===== config.mk =====
export PLATFORM = sky130hd
export DESIGN_NAME = delay_based_congestion_window_core_flat
export DESIGN_NICKNAME = d
export VERILOG_FILES = /design/src/rtl/dbcw_pkg.sv /design/src/rtl/dbcw_chan_if.sv /design/src/rtl/dbcw_ctrl.sv /design/src/rtl/dbcw_datapath.sv /design/src/rtl/delay_based_congestion_window_core.sv /design/src/flat_wrapper.sv
export SDC_FILE = /design/constraint.sdc
export NUM_CORES = 1
export LEC_CHECK = 0
export ABC_CLOCK_PERIOD_IN_PS = 1700
export BUFFER_PORTS_ARGS = -buffer_cell sky130_fd_sc_hd__buf_2
export CAP_MARGIN = 20
export CORE_AREA = 3 3 40 42
export DETAILED_ROUTE_END_ITERATION = 8
export DIE_AREA = 0 0 43 45
export PLACE_DENSITY = 0.54
export SYNTH_ARGS = -nofsm -noshare
export SYNTH_HDL_FRONTEND = slang
export SYNTH_SLANG_ARGS = --single-unit

===== constraint.sdc =====
create_clock -name clk -period 1.7 [get_ports clk]
set_input_delay 0.34 -clock clk [delete_from_list [all_inputs] [get_ports clk]]
set_output_delay 0.34 -clock clk [all_outputs]
set_load 0.005 [all_outputs]

===== src/rtl/dbcw_pkg.sv =====
// ----------------------------------------------------------------------------
// dbcw_pkg
// Types and constants shared by the delay-based congestion window core.
// ----------------------------------------------------------------------------
package dbcw_pkg;

  localparam int FIELD_W = 32;   // width of rtt / window fields on the ports
  localparam int THR_W   = 16;   // width of the threshold registers
  localparam int SEG_W   = 16;   // width of the acked segment count

  localparam logic [THR_W-1:0] ALPHA_RST = 16'd2;
  localparam logic [THR_W-1:0] BETA_RST  = 16'd4;
  localparam logic [THR_W-1:0] GAMMA_RST = 16'd1;

  typedef enum logic [1:0] {
    CMD_SAMPLE   = 2'd0,
    CMD_ACK      = 2'd1,
    CMD_ACK_SRTT = 2'd2,
    CMD_LOSS     = 2'd3
  } cmd_t;

  typedef enum logic [2:0] {
    RG_SAMPLE  = 3'd0,
    RG_NO_DATA = 3'd1,
    RG_SS_GROW = 3'd2,
    RG_SS_EXIT = 3'd3,
    RG_UP      = 3'd4,
    RG_HOLD    = 3'd5,
    RG_DOWN    = 3'd6,
    RG_LOSS    = 3'd7
  } region_t;

  typedef enum logic [1:0] {
    REG_ALPHA = 2'd0,
    REG_BETA  = 2'd1,
    REG_GAMMA = 2'd2
  } reg_idx_t;

  typedef enum logic [2:0] {
    ST_IDLE,
    ST_DELTA,
    ST_MUL,
    ST_DIV,
    ST_FIN
  } state_t;

  typedef struct packed {
    logic [1:0]         cmd;
    logic [FIELD_W-1:0] rtt_sample;
    logic [SEG_W-1:0]   ack_segs;
    logic               slow_start;
  } req_t;

  typedef struct packed {
    logic [FIELD_W-1:0] window;
    logic [FIELD_W-1:0] threshold;
    logic [FIELD_W-1:0] min_rtt;
    logic [2:0]         region;
  } rsp_t;

  typedef struct packed {
    logic [1:0]       index;
    logic [THR_W-1:0] value;
  } cfg_t;

  // controller -> datapath
  typedef struct packed {
    logic accept;
    logic load_delta;
    logic load_mul;
    logic div_step;
    logic commit;
  } ctrl_cmd_t;

  // datapath -> controller
  typedef struct packed {
    logic need_div;
    logic out_free;
  } dp_status_t;

endpackage


===== src/rtl/dbcw_chan_if.sv =====
// ----------------------------------------------------------------------------
// dbcw_chan_if
// Valid/ready channel carrying one payload beat of type T.
// ----------------------------------------------------------------------------
interface dbcw_chan_if #(parameter type T = logic) ();
  logic valid;
  logic ready;
  T     data;

  modport source (output valid, output data, input ready);
  modport sink   (input valid, input data, output ready);
endinterface


===== src/rtl/dbcw_ctrl.sv =====
// ----------------------------------------------------------------------------
// dbcw_ctrl
// Sequencer: accept, delta, multiply, bit-serial divide, commit.
// ----------------------------------------------------------------------------
module dbcw_ctrl import dbcw_pkg::*; #(
  parameter int VALUE_BITS = 32
) (
  input  logic       clk,
  input  logic       rst,
  input  logic       req_valid,
  output logic       req_ready,
  input  dp_status_t status,
  output ctrl_cmd_t  cmd
);

  localparam int CNT_W = $clog2(VALUE_BITS);
  localparam logic [CNT_W-1:0] CNT_LAST = CNT_W'(VALUE_BITS - 1);

  state_t           state, state_next;
  logic [CNT_W-1:0] cnt, cnt_next;

  always_ff @(posedge clk) begin
    if (rst) begin
      state <= ST_IDLE;
      cnt   <= '0;
    end else begin
      state <= state_next;
      cnt   <= cnt_next;
    end
  end

  assign req_ready = (state == ST_IDLE);

  always_comb begin
    state_next = state;
    cnt_next   = cnt;
    cmd        = '0;
    unique case (state)
      ST_IDLE: begin
        if (req_valid) begin
          cmd.accept = 1'b1;
          state_next = ST_DELTA;
        end
      end
      ST_DELTA: begin
        cmd.load_delta = 1'b1;
        state_next     = status.need_div ? ST_MUL : ST_FIN;
      end
      ST_MUL: begin
        cmd.load_mul = 1'b1;
        cnt_next     = '0;
        state_next   = ST_DIV;
      end
      ST_DIV: begin
        cmd.div_step = 1'b1;
        cnt_next     = cnt + CNT_W'(1);
        if (cnt == CNT_LAST) state_next = ST_FIN;
      end
      ST_FIN: begin
        // hold until the output register can take the result beat
        if (status.out_free) begin
          cmd.commit = 1'b1;
          state_next = ST_IDLE;
        end
      end
      default: state_next = ST_IDLE;
    endcase
  end

endmodule


===== src/rtl/dbcw_datapath.sv =====
// ----------------------------------------------------------------------------
// dbcw_datapath
// Connection state, thresholds, queue estimate multiply/divide, result reg.
// ----------------------------------------------------------------------------
module dbcw_datapath import dbcw_pkg::*; #(
  parameter int VALUE_BITS = 32
) (
  input  logic       clk,
  input  logic       rst,
  input  ctrl_cmd_t  cmd,
  output dp_status_t status,
  input  req_t       req_data,
  input  logic       cfg_valid,
  input  cfg_t       cfg_data,
  output logic       rsp_valid,
  input  logic       rsp_ready,
  output rsp_t       rsp_data
);

  localparam int VB  = VALUE_BITS;
  localparam int VB1 = VALUE_BITS + 1;
  localparam logic [VB-1:0] VAL_ONES = '1;
  localparam logic [VB-1:0] VAL_TWO  = VB'(2);
  localparam logic [VB-1:0] SS_RST   = VAL_ONES >> 1;

  logic [THR_W-1:0] alpha, beta, gamma;
  logic [VB-1:0]    base_rtt_min, last_rtt, cong_window, ss_threshold;
  cmd_t             cmd_q;
  logic [SEG_W-1:0] acked_q;
  logic             ss_q;
  logic [VB-1:0]    delta;
  logic             no_data;
  logic [VB-1:0]    div_hi, div_lo;

  // ---------------- configuration ----------------
  always_ff @(posedge clk) begin
    if (rst) begin
      alpha <= ALPHA_RST;
      beta  <= BETA_RST;
      gamma <= GAMMA_RST;
    end else if (cfg_valid) begin
      unique case (cfg_data.index)
        REG_ALPHA: alpha <= cfg_data.value;
        REG_BETA:  beta  <= cfg_data.value;
        REG_GAMMA: gamma <= cfg_data.value;
        default: ;
      endcase
    end
  end

  // ---------------- sample on accept ----------------
  logic [FIELD_W-1:0] srtt_full;
  logic [VB-1:0]      sample_v;
  logic               take;

  assign srtt_full = req_data.rtt_sample >> 3;
  assign sample_v  = (req_data.cmd == CMD_ACK_SRTT) ? srtt_full[VB-1:0]
                                                    : req_data.rtt_sample[VB-1:0];
  assign take = cmd.accept && sample_v != '0 &&
                (req_data.cmd == CMD_SAMPLE || req_data.cmd == CMD_ACK_SRTT);

  always_ff @(posedge clk) begin
    if (rst) begin
      base_rtt_min <= VAL_ONES;
      last_rtt     <= '0;
    end else if (take) begin
      last_rtt <= sample_v;
      if (sample_v < base_rtt_min) base_rtt_min <= sample_v;
    end
  end

  always_ff @(posedge clk) begin
    if (cmd.accept) begin
      cmd_q   <= cmd_t'(req_data.cmd);
      acked_q <= req_data.ack_segs;
      ss_q    <= req_data.slow_start;
    end
  end

  // ---------------- queue estimate ----------------
  logic no_data_now;
  logic need_div;
  assign no_data_now = (base_rtt_min == '0) || (base_rtt_min == VAL_ONES) ||
                       (last_rtt == '0);
  assign need_div    = (cmd_q == CMD_ACK || cmd_q == CMD_ACK_SRTT) && !no_data_now;

  logic [2*VB-1:0] prod;
  logic [VB:0]     trial, trial_sub;
  logic            trial_ge;

  assign prod      = (2*VB)'(cong_window) * (2*VB)'(delta);
  assign trial     = {div_hi, div_lo[VB-1]};
  assign trial_sub = trial - {1'b0, last_rtt};
  assign trial_ge  = trial >= {1'b0, last_rtt};

  always_ff @(posedge clk) begin
    if (cmd.load_delta) begin
      delta   <= (last_rtt > base_rtt_min) ? last_rtt - base_rtt_min : '0;
      no_data <= no_data_now;
    end
    if (cmd.load_mul) begin
      {div_hi, div_lo} <= prod;
    end else if (cmd.div_step) begin
      // restoring divide; high half starts below the divisor since delta < last_rtt
      div_hi <= trial_ge ? trial_sub[VB-1:0] : trial[VB-1:0];
      div_lo <= {div_lo[VB-2:0], trial_ge};
    end
  end

  // ---------------- window update ----------------
  logic [VB-1:0]    diff, w_next, ss_next, half, grown;
  logic [VB:0]      grow_sum;
  logic [SEG_W-1:0] eff_acked, grow_by;
  logic             eff_ss;
  region_t          region;

  assign diff      = div_lo;
  assign eff_acked = (cmd_q == CMD_ACK_SRTT) ? SEG_W'(1) : acked_q;
  assign eff_ss    = (cmd_q == CMD_ACK) && ss_q;
  assign grow_by   = (eff_ss || cong_window < ss_threshold) ? eff_acked : SEG_W'(1);
  assign grow_sum  = {1'b0, cong_window} + VB1'(grow_by);
  assign grown     = grow_sum[VB] ? VAL_ONES : grow_sum[VB-1:0];
  assign half      = ((cong_window >> 1) < VAL_TWO) ? VAL_TWO : (cong_window >> 1);

  always_comb begin
    w_next  = cong_window;
    ss_next = ss_threshold;
    region  = RG_SAMPLE;
    case (cmd_q) inside
      CMD_LOSS: begin
        w_next  = half;
        ss_next = half;
        region  = RG_LOSS;
      end
      CMD_ACK, CMD_ACK_SRTT: begin
        if (no_data) begin
          region = RG_NO_DATA;
        end else begin
          if (eff_ss) begin
            if (diff > VB'(gamma)) begin
              ss_next = cong_window;
              region  = RG_SS_EXIT;
            end else begin
              w_next = grown;
              region = RG_SS_GROW;
            end
          end else if (diff < VB'(alpha)) begin
            w_next = grown;
            region = RG_UP;
          end else if (diff > VB'(beta)) begin
            w_next = (cong_window != '0) ? cong_window - VB'(1) : '0;
            region = RG_DOWN;
          end else begin
            region = RG_HOLD;
          end
          if (w_next < VAL_TWO) w_next = VAL_TWO;
        end
      end
      default: region = RG_SAMPLE;
    endcase
  end

  always_ff @(posedge clk) begin
    if (rst) begin
      cong_window  <= VAL_TWO;
      ss_threshold <= SS_RST;
    end else if (cmd.commit) begin
      cong_window  <= w_next;
      ss_threshold <= ss_next;
    end
  end

  // ---------------- result register ----------------
  assign status = '{need_div: need_div, out_free: !rsp_valid || rsp_ready};

  always_ff @(posedge clk) begin
    if (rst) begin
      rsp_valid <= 1'b0;
    end else if (cmd.commit) begin
      rsp_valid <= 1'b1;
    end else if (rsp_ready) begin
      rsp_valid <= 1'b0;
    end
  end

  always_ff @(posedge clk) begin
    if (cmd.commit) begin
      rsp_data.window    <= FIELD_W'(w_next);
      rsp_data.threshold <= FIELD_W'(ss_next);
      rsp_data.min_rtt   <= FIELD_W'(base_rtt_min);
      rsp_data.region    <= region;
    end
  end

endmodule


===== src/rtl/delay_based_congestion_window_core.sv =====
// ----------------------------------------------------------------------------
// delay_based_congestion_window_core
// Delay-based congestion window for one connection.
// ----------------------------------------------------------------------------
//   channel  dir  payload                                   beat when
//   req      in   cmd, rtt_sample, ack_segs, slow_start        req.valid & req.ready
//   rsp      out  window, threshold, min_rtt, region           rsp.valid & rsp.ready
//   cfg      in   index, value (alpha, beta, gamma)            cfg.valid & cfg.ready
//
// ACK beats (cmd 1, 2) with rtt data on hand pass through delta, multiply
// and the one-bit-per-cycle divider for the queue estimate before commit.
// Sample, loss and no-data ACK beats go from delta straight to commit.
// One event is in flight at a time.
// The result sits in an output register; the next event is accepted while it
// waits, and the block stalls before commit only if that register is still full.
// rst is synchronous; cfg is always ready.
// ----------------------------------------------------------------------------
module delay_based_congestion_window_core import dbcw_pkg::*; #(
  parameter int VALUE_BITS = 32
) (
  input logic         clk,
  input logic         rst,
  dbcw_chan_if.sink   req,
  dbcw_chan_if.source rsp,
  dbcw_chan_if.sink   cfg
);

  ctrl_cmd_t  cmd;
  dp_status_t status;

  assign cfg.ready = 1'b1;

  dbcw_ctrl #(.VALUE_BITS(VALUE_BITS)) u_ctrl (
    .clk       (clk),
    .rst       (rst),
    .req_valid (req.valid),
    .req_ready (req.ready),
    .status    (status),
    .cmd       (cmd)
  );

  dbcw_datapath #(.VALUE_BITS(VALUE_BITS)) u_dp (
    .clk       (clk),
    .rst       (rst),
    .cmd       (cmd),
    .status    (status),
    .req_data  (req.data),
    .cfg_valid (cfg.valid),
    .cfg_data  (cfg.data),
    .rsp_valid (rsp.valid),
    .rsp_ready (rsp.ready),
    .rsp_data  (rsp.data)
  );

endmodule


===== src/flat_wrapper.sv =====
// flat-port wrapper written by rule: the top's interface ports become plain ports
module delay_based_congestion_window_core_flat import dbcw_pkg::*;
#(
  parameter int VALUE_BITS = 32
)
  (clk, rst, req_valid, req_data, req_ready, rsp_valid, rsp_data, rsp_ready, cfg_valid, cfg_data, cfg_ready);
  dbcw_chan_if req_i ();
  dbcw_chan_if rsp_i ();
  dbcw_chan_if cfg_i ();
  input logic clk;
  input logic rst;
  input wire logic [$bits(req_i.valid)-1:0] req_valid;
  input wire logic [$bits(req_i.data)-1:0] req_data;
  output wire logic [$bits(req_i.ready)-1:0] req_ready;
  output wire logic [$bits(rsp_i.valid)-1:0] rsp_valid;
  output wire logic [$bits(rsp_i.data)-1:0] rsp_data;
  input wire logic [$bits(rsp_i.ready)-1:0] rsp_ready;
  input wire logic [$bits(cfg_i.valid)-1:0] cfg_valid;
  input wire logic [$bits(cfg_i.data)-1:0] cfg_data;
  output wire logic [$bits(cfg_i.ready)-1:0] cfg_ready;
  assign req_i.valid = req_valid;
  assign req_i.data = req_data;
  assign req_ready = req_i.ready;
  assign rsp_valid = rsp_i.valid;
  assign rsp_data = rsp_i.data;
  assign rsp_i.ready = rsp_ready;
  assign cfg_i.valid = cfg_valid;
  assign cfg_i.data = cfg_data;
  assign cfg_ready = cfg_i.ready;
  delay_based_congestion_window_core #(.VALUE_BITS(VALUE_BITS)) u_core (.clk(clk), .rst(rst), .req(req_i), .rsp(rsp_i), .cfg(cfg_i));
endmodule

==> results.sh, run 1 <==
export IMPL_power_total_mw=0.413
export IMPL_ys_seq_area_share_pct=41.0
export IMPL_ys_seq_elements=9
export IMPL_outcome="completed"
export IMPL_required_ps=1900
export IMPL_first_global_vias=340
export IMPL_worstPathArrival_ps=1630
export IMPL_fin_hold_ws_ps=362
export IMPL_area_growth_pct=12.3
export IMPL_cts_buffers=3
export IMPL_cts_root_buffer="clkbuf_4"
export IMPL_hold_viol=0
export IMPL_first_iter_violations=9
export IMPL_fin_area_um2=493
export IMPL_gp_congestion=0.718
export IMPL_synth_cells=53
export IMPL_grt_overflow_total=0
export IMPL_grt_use_met2_pct=15.6
export IMPL_ctsHtreeMaxLevel=1
export IMPL_clk_latency_ps=260
export IMPL_dp_hpwl_um=609
export IMPL_register_area_um2=180
export IMPL_dieArea_um2=1940
export IMPL_core_um2=1280
export IMPL_routed_wl_um=881
export IMPL_grt_usage_pct=10.6
export IMPL_crit_fanout=4
export IMPL_antenna_found_initial=0
export IMPL_syn_area_um2=439
export IMPL_cts_repair_resized=0
export IMPL_io_buffers=5
export IMPL_irDropWorstVdd_mv=0.273
export IMPL_drc=0
export IMPL_fin_worst_skew_ps=4.51
export IMPL_firstDrtPassIters=4
export IMPL_start_util_pct=34.2
export IMPL_num_vias=369
export IMPL_die_x_um=43
export IMPL_cts_sinks=9
export IMPL_io_pins=11
export IMPL_grt_max_degree=10
export IMPL_fillers=149
export IMPL_top_usage_layer="met2"
export IMPL_cts_tree="built"
export IMPL_postRouteAntennaNets=0
export IMPL_synthArstFlopShare_pct=0
export IMPL_nets=69
export IMPL_p_comb_share_pct=6.9
export IMPL_hold_class="input port to flop"
export IMPL_maxCapViolCount=0
export IMPL_dieHeight_um=45
export IMPL_ys_warn_count=0
export IMPL_end_kind="flop"
export IMPL_use_met3_pct=5.98
export IMPL_cts_hold_buffers=0
export IMPL_final_period_utilization_pct=84.2
export IMPL_final_core_util_pct=38.4
export IMPL_p_clk_share_pct=40.4
export IMPL_vias_per_cell=4.99
export IMPL_tns_ps=0
export IMPL_multi_input_area_um2=228
export IMPL_postCtsSetupRepairBufs=0
export IMPL_place_area_um2=467
export IMPL_p_leak_nw=0.193
export IMPL_r2r_cells=6
export IMPL_finalCriticalPeriod_ps=1430
export IMPL_grt_pass1_wl_mm=1.46
export IMPL_layout_drive_gt1_share_pct=16.9
export IMPL_max_freq_ghz=0.699
export IMPL_seqPwrFrac_pct=52.7
export IMPL_start_kind="flop"
export IMPL_grt_util_met1_pct=13.1
export IMPL_syn_nets=62
export IMPL_p_switching_mw=0.0948
export IMPL_num_rows=13
export IMPL_worstSetupPathType="flop to flop"
export IMPL_post_drt_wl_per_cell_um=11.9
export IMPL_diodes=0
export IMPL_yosysUniqueCellTypes=22
export IMPL_p_int_mw=0.318
export IMPL_clockBufferDepth=2
export IMPL_synth_ff_type="dfxtp_1"
export IMPL_holdPathStages=2
export IMPL_power_density_nw_per_um2=837
export IMPL_finalMaxSlewViolations=0
export IMPL_swShare_pct=23.0
export IMPL_cts_clk_slew_worst_paths_ps=60
export IMPL_rsz0062_at_grt="no"
export IMPL_avgSynthCellArea_um2=8.29
export IMPL_finalSetupViolCount=0
export IMPL_synth_edff_count=0
## Yosys cell counts (all sizes together) (2+ instances only)
cell / number / area [µm²]
dfxtp: 9 / 180
a21oi: 6 / 30.0
nand2: 5 / 18.8
buf: 4 / 23.8
nand3: 4 / 20.0
nor2: 4 / 15.0
nor2b: 3 / 18.8
conb: 2 / 7.51
ha: 2 / 25.0
inv: 2 / 7.51
nand4b: 2 / 17.5
nor3: 2 / 10.0
## logic make-up after synthesis
family                     Yosys count  share of synthesized area [%]
and+or+nand+nor                     24                           31.3
AOI/OAI and AO/OA                   10                           13.1
DFF                                  9                           41.0
buffers and inverters                6                           7.12
adders and majority gates            2                           5.70
other                                2                           1.71
## per-layer routing
metal / up-vias / wire [µm]
li1: 195 / -
met1: 164 / 441
met2: 8 / 387
met3: 2 / 42
met4: 0 / 10
met5: - / 0
## placed cells by master, fill, tap and decap left out
master / instances
a21oi_1: 6
nand2b_4: 1
clkbuf_4: 3
nand2_1: 5
a31oi_1: 1
buf_4: 1
dfxtp_1: 9
conb_1: 2
inv_1: 2
o21ai_0: 1
nor2_1: 4
ha_1: 2
nor3_1: 2
nand3_1: 4
nor4bb_1: 1
nand4b_1: 2
and3_1: 1
nor2b_1: 3
a211o_1: 1
or4_1: 1
clkbuf_1: 1
a22oi_1: 1
buf_2: 5
## flip-flops by register name, indices dropped and copies added (netlist names)
signal and flops:
u_core.u_ctrl.state 3, u_core.u_dp.rsp_valid 1, u_core.u_ctrl.cnt 5
## worst max-delay path, stage by stage, from the launching register on
cell and delay (ps):
dfxtp_1 380, ha_1 210, and3_1 170, ha_1 160
inv_1 40, a211o_1 290, a21oi_1 110
## area by class of cell
cell class / count / share of cell area, %
sequential: 9 / 36.5
clock buffer: 4 / 5.33
inverter: 2 / 1.52
tap: 15 / 3.81
timing repair buffer: 6 / 6.60
multi-input combinational: 38 / 46.2
## power groups by stage
stage,clock (mW),sequential [mW],combinational [mW]
after floorplan,0,0.221,0.0213
after global placement,0,0.222,0.0281
after detailed placement,0,0.222,0.0281
after CTS,0.172,0.218,0.0286
after global routing,0.183,0.218,0.0318
final,0.167,0.218,0.0284
## per-stage QoR
step,setup slack (ps),instances
2_1_floorplan,397,53
4_1_cts,270,74
6_report,269,74
5_1_grt,189,74
3_5_place_dp,287,70
3_3_place_gp,295,70
## worst paths after layout
check | from | slack (ps) | end
max | u_core.u_ctrl.cnt[0]$_SDFFE_PP0P_ | 270 | u_core.u_ctrl.state[2]$_SDFFE_PP0P_
min | rst | 360 | u_core.u_ctrl.state[2]$_SDFFE_PP0P_
max reg2reg | u_core.u_ctrl.cnt[0]$_SDFFE_PP0P_ | 270 | u_core.u_ctrl.state[2]$_SDFFE_PP0P_
min reg2reg | u_core.u_ctrl.cnt[4]$_SDFFE_PP0P_ | 480 | u_core.u_ctrl.cnt[4]$_SDFFE_PP0P_
Power figures use the tool's default switching activity.
==> inputs of run 2 (changes only) <==
--- a/config.mk
+++ b/config.mk
@@ -5,7 +5,7 @@
 export SDC_FILE = /design/constraint.sdc
 export NUM_CORES = 1
 export LEC_CHECK = 0
-export ABC_CLOCK_PERIOD_IN_PS = 1700
+export ABC_CLOCK_PERIOD_IN_PS = 1400
 export BUFFER_PORTS_ARGS = -buffer_cell sky130_fd_sc_hd__buf_2
 export CAP_MARGIN = 20
 export CORE_AREA = 3 3 40 42
==> constraint.sdc (replaced) <==
create_clock -name clk -period 1.4 [get_ports clk]
set_input_delay 0.28 -clock clk [delete_from_list [all_inputs] [get_ports clk]]
set_output_delay 0.28 -clock clk [all_outputs]
set_load 0.005 [all_outputs]
==> results.sh, run 2 (synthesis results as in run 1) <==
export IMPL_cts_clk_slew_worst_paths_ps=70
export IMPL_gp_congestion=0.751
export IMPL_p_comb_share_pct=7.6
export IMPL_p_clk_share_pct=40.9
export IMPL_p_int_mw=0.388
export IMPL_clockBufferDepth=2
export IMPL_dieArea_um2=1940
export IMPL_diodes=0
export IMPL_grt_util_met1_pct=11.4
export IMPL_io_pins=11
export IMPL_die_x_um=43
export IMPL_finalMaxSlewViolations=0
export IMPL_final_common_cell="dfxtp_1"
export IMPL_cts_root_buffer="clkbuf_4"
export IMPL_grt_max_degree=10
export IMPL_rsz0062_at_grt="no"
export IMPL_antenna_found_initial=0
export IMPL_finalSetupViolCount=0
export IMPL_end_kind="flop"
export IMPL_clk_latency_ps=270
export IMPL_power_density_nw_per_um2=897
export IMPL_slowest_delay_ps=350
export IMPL_worstPathArrival_ps=1500
export IMPL_cts_tree="built"
export IMPL_io_buffers=5
export IMPL_required_ps=1600
export IMPL_p_leak_nw=0.213
export IMPL_firstDrtPassIters=4
export IMPL_crit_fanout=2
export IMPL_first_iter_violations=2
export IMPL_max_freq_ghz=0.768
export IMPL_start_kind="flop"
export IMPL_fin_hold_ws_ps=298
export IMPL_fin_worst_skew_ps=5.82
export IMPL_layout_drive_gt1_share_pct=32.8
export IMPL_cts_hold_buffers=0
export IMPL_path_cells="ha_4, and3_4, ha_4, inv_1, a211o_1, a21oi_2"
export IMPL_final_period_utilization_pct=93.1
export IMPL_grt_usage_pct=10.8
export IMPL_area_growth_pct=29.1
export IMPL_nets=74
export IMPL_core_um2=1280
export IMPL_vias_per_cell=5.05
export IMPL_swShare_pct=23.7
export IMPL_grt_pass1_wl_mm=1.44
export IMPL_tns_ps=0
export IMPL_p_switching_mw=0.120
export IMPL_layout_common_cells="dfxtp_1, buf_4, a21oi_1, nand2_1, buf_2"
export IMPL_crit_slowest_cell="dfxtp_2"
export IMPL_largest_reg_flops=5
export IMPL_register_area_um2=183
export IMPL_post_drt_wl_per_cell_um=11.4
export IMPL_finalCriticalPeriod_ps=1300
export IMPL_drc=0
export IMPL_regMostFlops="u_core.u_ctrl.cnt"
export IMPL_first_global_vias=347
export IMPL_ctsHtreeMaxLevel=1
export IMPL_seqPwrFrac_pct=51.5
export IMPL_crit_top_cell="ha_4"
export IMPL_dieHeight_um=45
export IMPL_num_vias=399
export IMPL_irDropWorstVdd_mv=0.451
export IMPL_hold_class="input port to flop"
export IMPL_routed_wl_um=897
export IMPL_postRouteAntennaNets=0
export IMPL_top_regs="u_core.u_ctrl.cnt x5, u_core.u_ctrl.state x3, u_core.u_dp.rsp_valid x1"
export IMPL_top_usage_layer="met2"
export IMPL_hold_viol=0
export IMPL_maxCapViolCount=0
export IMPL_fillers=134
export IMPL_worstSetupPathType="flop to flop"
export IMPL_start_util_pct=34.2
export IMPL_grt_overflow_total=0
export IMPL_num_rows=13
export IMPL_cts_sinks=9
export IMPL_grt_use_met2_pct=16.5
export IMPL_power_total_mw=0.509
export IMPL_use_met3_pct=7.17
export IMPL_multi_input_area_um2=262
export IMPL_outcome="completed"
export IMPL_cts_buffers=3
-- run 2: changes by cell type in the layout (fill, tap and decap cells not counted) --
cell / change
buf_4: +5
a21oi_2: +1
a21oi_1: -1
dfxtp_1: -2
ha_4: +2
and3_4: +1
dfxtp_2: +2
and3_1: -1
ha_1: -2
-- run 2: area by class of cell --
class | instances | area share (%)
multi-input cells | 38 | 46.1
well taps | 15 | 3.31
inverters | 2 | 1.32
flip-flops and latches | 9 | 32.2
repair buffers | 11 | 12.4
clock buffers | 4 | 4.64
-- run 2: worst max-delay path: cells and delay by family, from the launching register on --
| kind | cells | cell delay (ps) |
|---|---|---|
| buffers and inverters | 1 | 30 |
| adders and majority gates | 2 | 270 |
| AOI/OAI and AO/OA | 2 | 400 |
| DFF | 1 | 350 |
| and+or+nand+nor | 1 | 190 |
-- run 2: per-stage QoR --
| stage | cell area (µm²) | instances | setup slack (ps) | util, % |
|---|---|---|---|---|
| 6_report | 567 | 79 | 97.1 | 44.1 |
| 5_1_grt | 567 | 79 | 31.7 | 44.1 |
| 4_1_cts | 523 | 78 | 9.44 | 40.7 |
| 3_5_place_dp | 497 | 74 | 68.6 | 38.7 |
| 3_3_place_gp | 497 | 74 | 55.8 | 38.7 |
| 2_1_floorplan | 439 | 53 | 96.9 | - |
-- run 2: final timing paths --
kind | startpoint | end | slack [ps] | depth (start not counted)
min reg2reg | u_core.u_ctrl.cnt[4]$_SDFFE_PP0P_ | u_core.u_ctrl.cnt[4]$_SDFFE_PP0P_ | 490 | 2
max reg2reg | u_core.u_ctrl.cnt[0]$_SDFFE_PP0P_ | u_core.u_ctrl.state[2]$_SDFFE_PP0P_ | 100 | 6
min | rst | u_core.u_ctrl.cnt[2]$_SDFFE_PP0P_ | 300 | 2
max | u_core.u_ctrl.cnt[0]$_SDFFE_PP0P_ | u_core.u_ctrl.state[2]$_SDFFE_PP0P_ | 100 | 6
-- run 2: what timing repair did --
item                       4_1_cts  5_1_grt
setup endpoints to repair        0        1
gates resized for setup          0        8
setup buffers                    0        1
-- run 2: power groups by stage --
stage,Sequential (mW),Combinational [mW],Clock (mW)
2_1_floorplan,0.269,0.0259,0
3_3_place_gp,0.268,0.0377,0
3_5_place_dp,0.268,0.0372,0
4_1_cts,0.262,0.0374,0.219
5_1_grt,0.262,0.0431,0.231
6_report,0.262,0.0384,0.208
-- run 2: layer usage --
metal	part of all wire [%]	vias up	routed length, µm
met3	5.8	4	52
met2	42	9	375
li1	-	203	-
met1	50	183	447
met5	0	-	0
met4	2.5	0	22
==> inputs of run 3 (changes only) <==
--- a/config.mk
+++ b/config.mk
@@ -8,10 +8,11 @@
 export ABC_CLOCK_PERIOD_IN_PS = 1400
 export BUFFER_PORTS_ARGS = -buffer_cell sky130_fd_sc_hd__buf_2
 export CAP_MARGIN = 20
-export CORE_AREA = 3 3 40 42
+export CORE_AREA = 2 2 39 41
 export DETAILED_ROUTE_END_ITERATION = 8
-export DIE_AREA = 0 0 43 45
+export DIE_AREA = 0 0 41 43
 export PLACE_DENSITY = 0.54
+export SKIP_CTS_REPAIR_TIMING = 1
 export SYNTH_ARGS = -nofsm -noshare
 export SYNTH_HDL_FRONTEND = slang
 export SYNTH_SLANG_ARGS = --single-unit
==> results.sh, run 3 (synthesis results as in run 1) <==
export IMPL_fin_hold_ws_ps=304
export IMPL_outcome="completed"
export IMPL_cts_tree="built"
export IMPL_r2r_cells=6
export IMPL_irDropWorstVdd_mv=0.410
export IMPL_fin_area_um2=519
export IMPL_start_kind="flop"
export IMPL_core_um2=1380
export IMPL_worstPathArrival_ps=1500
export IMPL_post_drt_wl_per_cell_um=10.5
export IMPL_clockBufferDepth=2
export IMPL_dieHeight_um=43
export IMPL_required_ps=1590
export IMPL_gp_congestion=0.703
export IMPL_end_kind="flop"
export IMPL_cts_buffers=3
export IMPL_dieArea_um2=1760
export IMPL_clk_latency_ps=250
export IMPL_first_iter_violations=3
export IMPL_finalMaxSlewViolations=0
export IMPL_layout_drive_gt1_share_pct=24.2
export IMPL_grt_pass1_wl_mm=1.41
export IMPL_r2r_end="u_core.u_ctrl.state[2]$_SDFFE_PP0P_"
export IMPL_area_growth_pct=18.2
export IMPL_die_x_um=41
export IMPL_start_util_pct=31.7
export IMPL_grt_max_degree=10
export IMPL_grt_overflow_total=0
export IMPL_crit_end="u_core.u_ctrl.state[2]$_SDFFE_PP0P_"
export IMPL_tns_ps=0
export IMPL_max_freq_ghz=0.764
export IMPL_final_cells=78
export IMPL_cts_sinks=9
export IMPL_r2r_start="u_core.u_ctrl.cnt[1]$_SDFFE_PP0P_"
export IMPL_regToRegSetupSlack_ps=90
export IMPL_final_core_util_pct=37.5
export IMPL_worstHoldStart="rst"
export IMPL_cts_root_buffer="clkbuf_4"
export IMPL_first_global_vias=347
export IMPL_crit_fanout=3
export IMPL_power_density_nw_per_um2=967
export IMPL_io_pins=11
export IMPL_antenna_found_initial=0
export IMPL_maxCapViolCount=0
export IMPL_place_area_um2=490
export IMPL_num_rows=14
export IMPL_grt_usage_pct=11.9
export IMPL_cts_clk_slew_worst_paths_ps=60
export IMPL_nets=72
export IMPL_final_period_utilization_pct=93.5
export IMPL_num_vias=383
export IMPL_dp_cells=74
export IMPL_ctsHtreeMaxLevel=1
export IMPL_firstDrtPassIters=2
export IMPL_diodes=0
export IMPL_dp_hpwl_um=617
export IMPL_rsz0062_at_grt="no"
export IMPL_finalCriticalPeriod_ps=1310
export IMPL_fin_ws_ps=91.1
export IMPL_fin_worst_skew_ps=0.312
export IMPL_routed_wl_um=821
export IMPL_layout_common_cells="dfxtp_1, a21oi_1, nand2_1, buf_2"
export IMPL_p_leak_nw=0.210
export IMPL_postRouteAntennaNets=0
export IMPL_place_ws_ps=73.7
export IMPL_largest_reg_flops=5
export IMPL_worstSetupPathType="flop to flop"
export IMPL_drc=0
export IMPL_top_regs="u_core.u_ctrl.cnt x5, u_core.u_ctrl.state x3, u_core.u_dp.rsp_valid x1"
export IMPL_finalSetupViolCount=0
export IMPL_vias_per_cell=4.91
export IMPL_hold_class="input port to flop"
export IMPL_final_common_cell="dfxtp_1"
export IMPL_io_buffers=5
export IMPL_regMostFlops="u_core.u_ctrl.cnt"
export IMPL_power_total_mw=0.502
export IMPL_crit_path_start="u_core.u_ctrl.cnt[1]$_SDFFE_PP0P_"
export IMPL_hold_viol=0
==> run 3: changes by cell type in the layout (fill, tap and decap cells not counted) <==
cell,previous run,this run
buf_4,6,4
and3_4,1,0
ha_1,0,2
a21oi_1,5,6
a21oi_2,1,0
ha_4,2,0
and3_1,0,1
==> run 3: layout make-up <==
class,instances,area [µm²]
clock buffers,4,26.3
fillers,150,865
inverters,2,7.51
multi-input cells,38,228
flip-flops and latches,9,183
well taps,16,20.0
repair buffers,9,55.1
==> run 3: worst min-delay path by stage <==
stage / end / slack (ps) / cells after the start
floorplan: u_core.u_ctrl.cnt[4]$_SDFFE_PP0P_ / 440 / 2
global placement: u_core.u_ctrl.cnt[4]$_SDFFE_PP0P_ / 450 / 2
detailed placement: u_core.u_ctrl.cnt[4]$_SDFFE_PP0P_ / 460 / 2
CTS: u_core.u_ctrl.cnt[1]$_SDFFE_PP0P_ / 310 / 2
global route: u_core.u_ctrl.cnt[2]$_SDFFE_PP0P_ / 320 / 2
finish: u_core.u_ctrl.cnt[1]$_SDFFE_PP0P_ / 300 / 2
==> run 3: power breakdown <==
part | switching (mW) | internal (mW)
Clock | 0.0927 | 0.110
Combinational | 0.0198 | 0.0175
Sequential | 0.00225 | 0.260
==> run 3: layer usage <==
metal  up-vias  wire (µm)  GRT usage, %
li1        201          -             -
met1       177        391          15.1
met2         3        406          16.9
met3         2         10          3.14
met4         0         13          8.00
met5         -          0             0
==> run 3: critical path, cell delays in order, from the launching register on <==
cell	delay, ps
dfxtp_2	340
ha_1	150
and3_1	160
ha_1	160
inv_1	40
a211o_1	280
a21oi_1	110
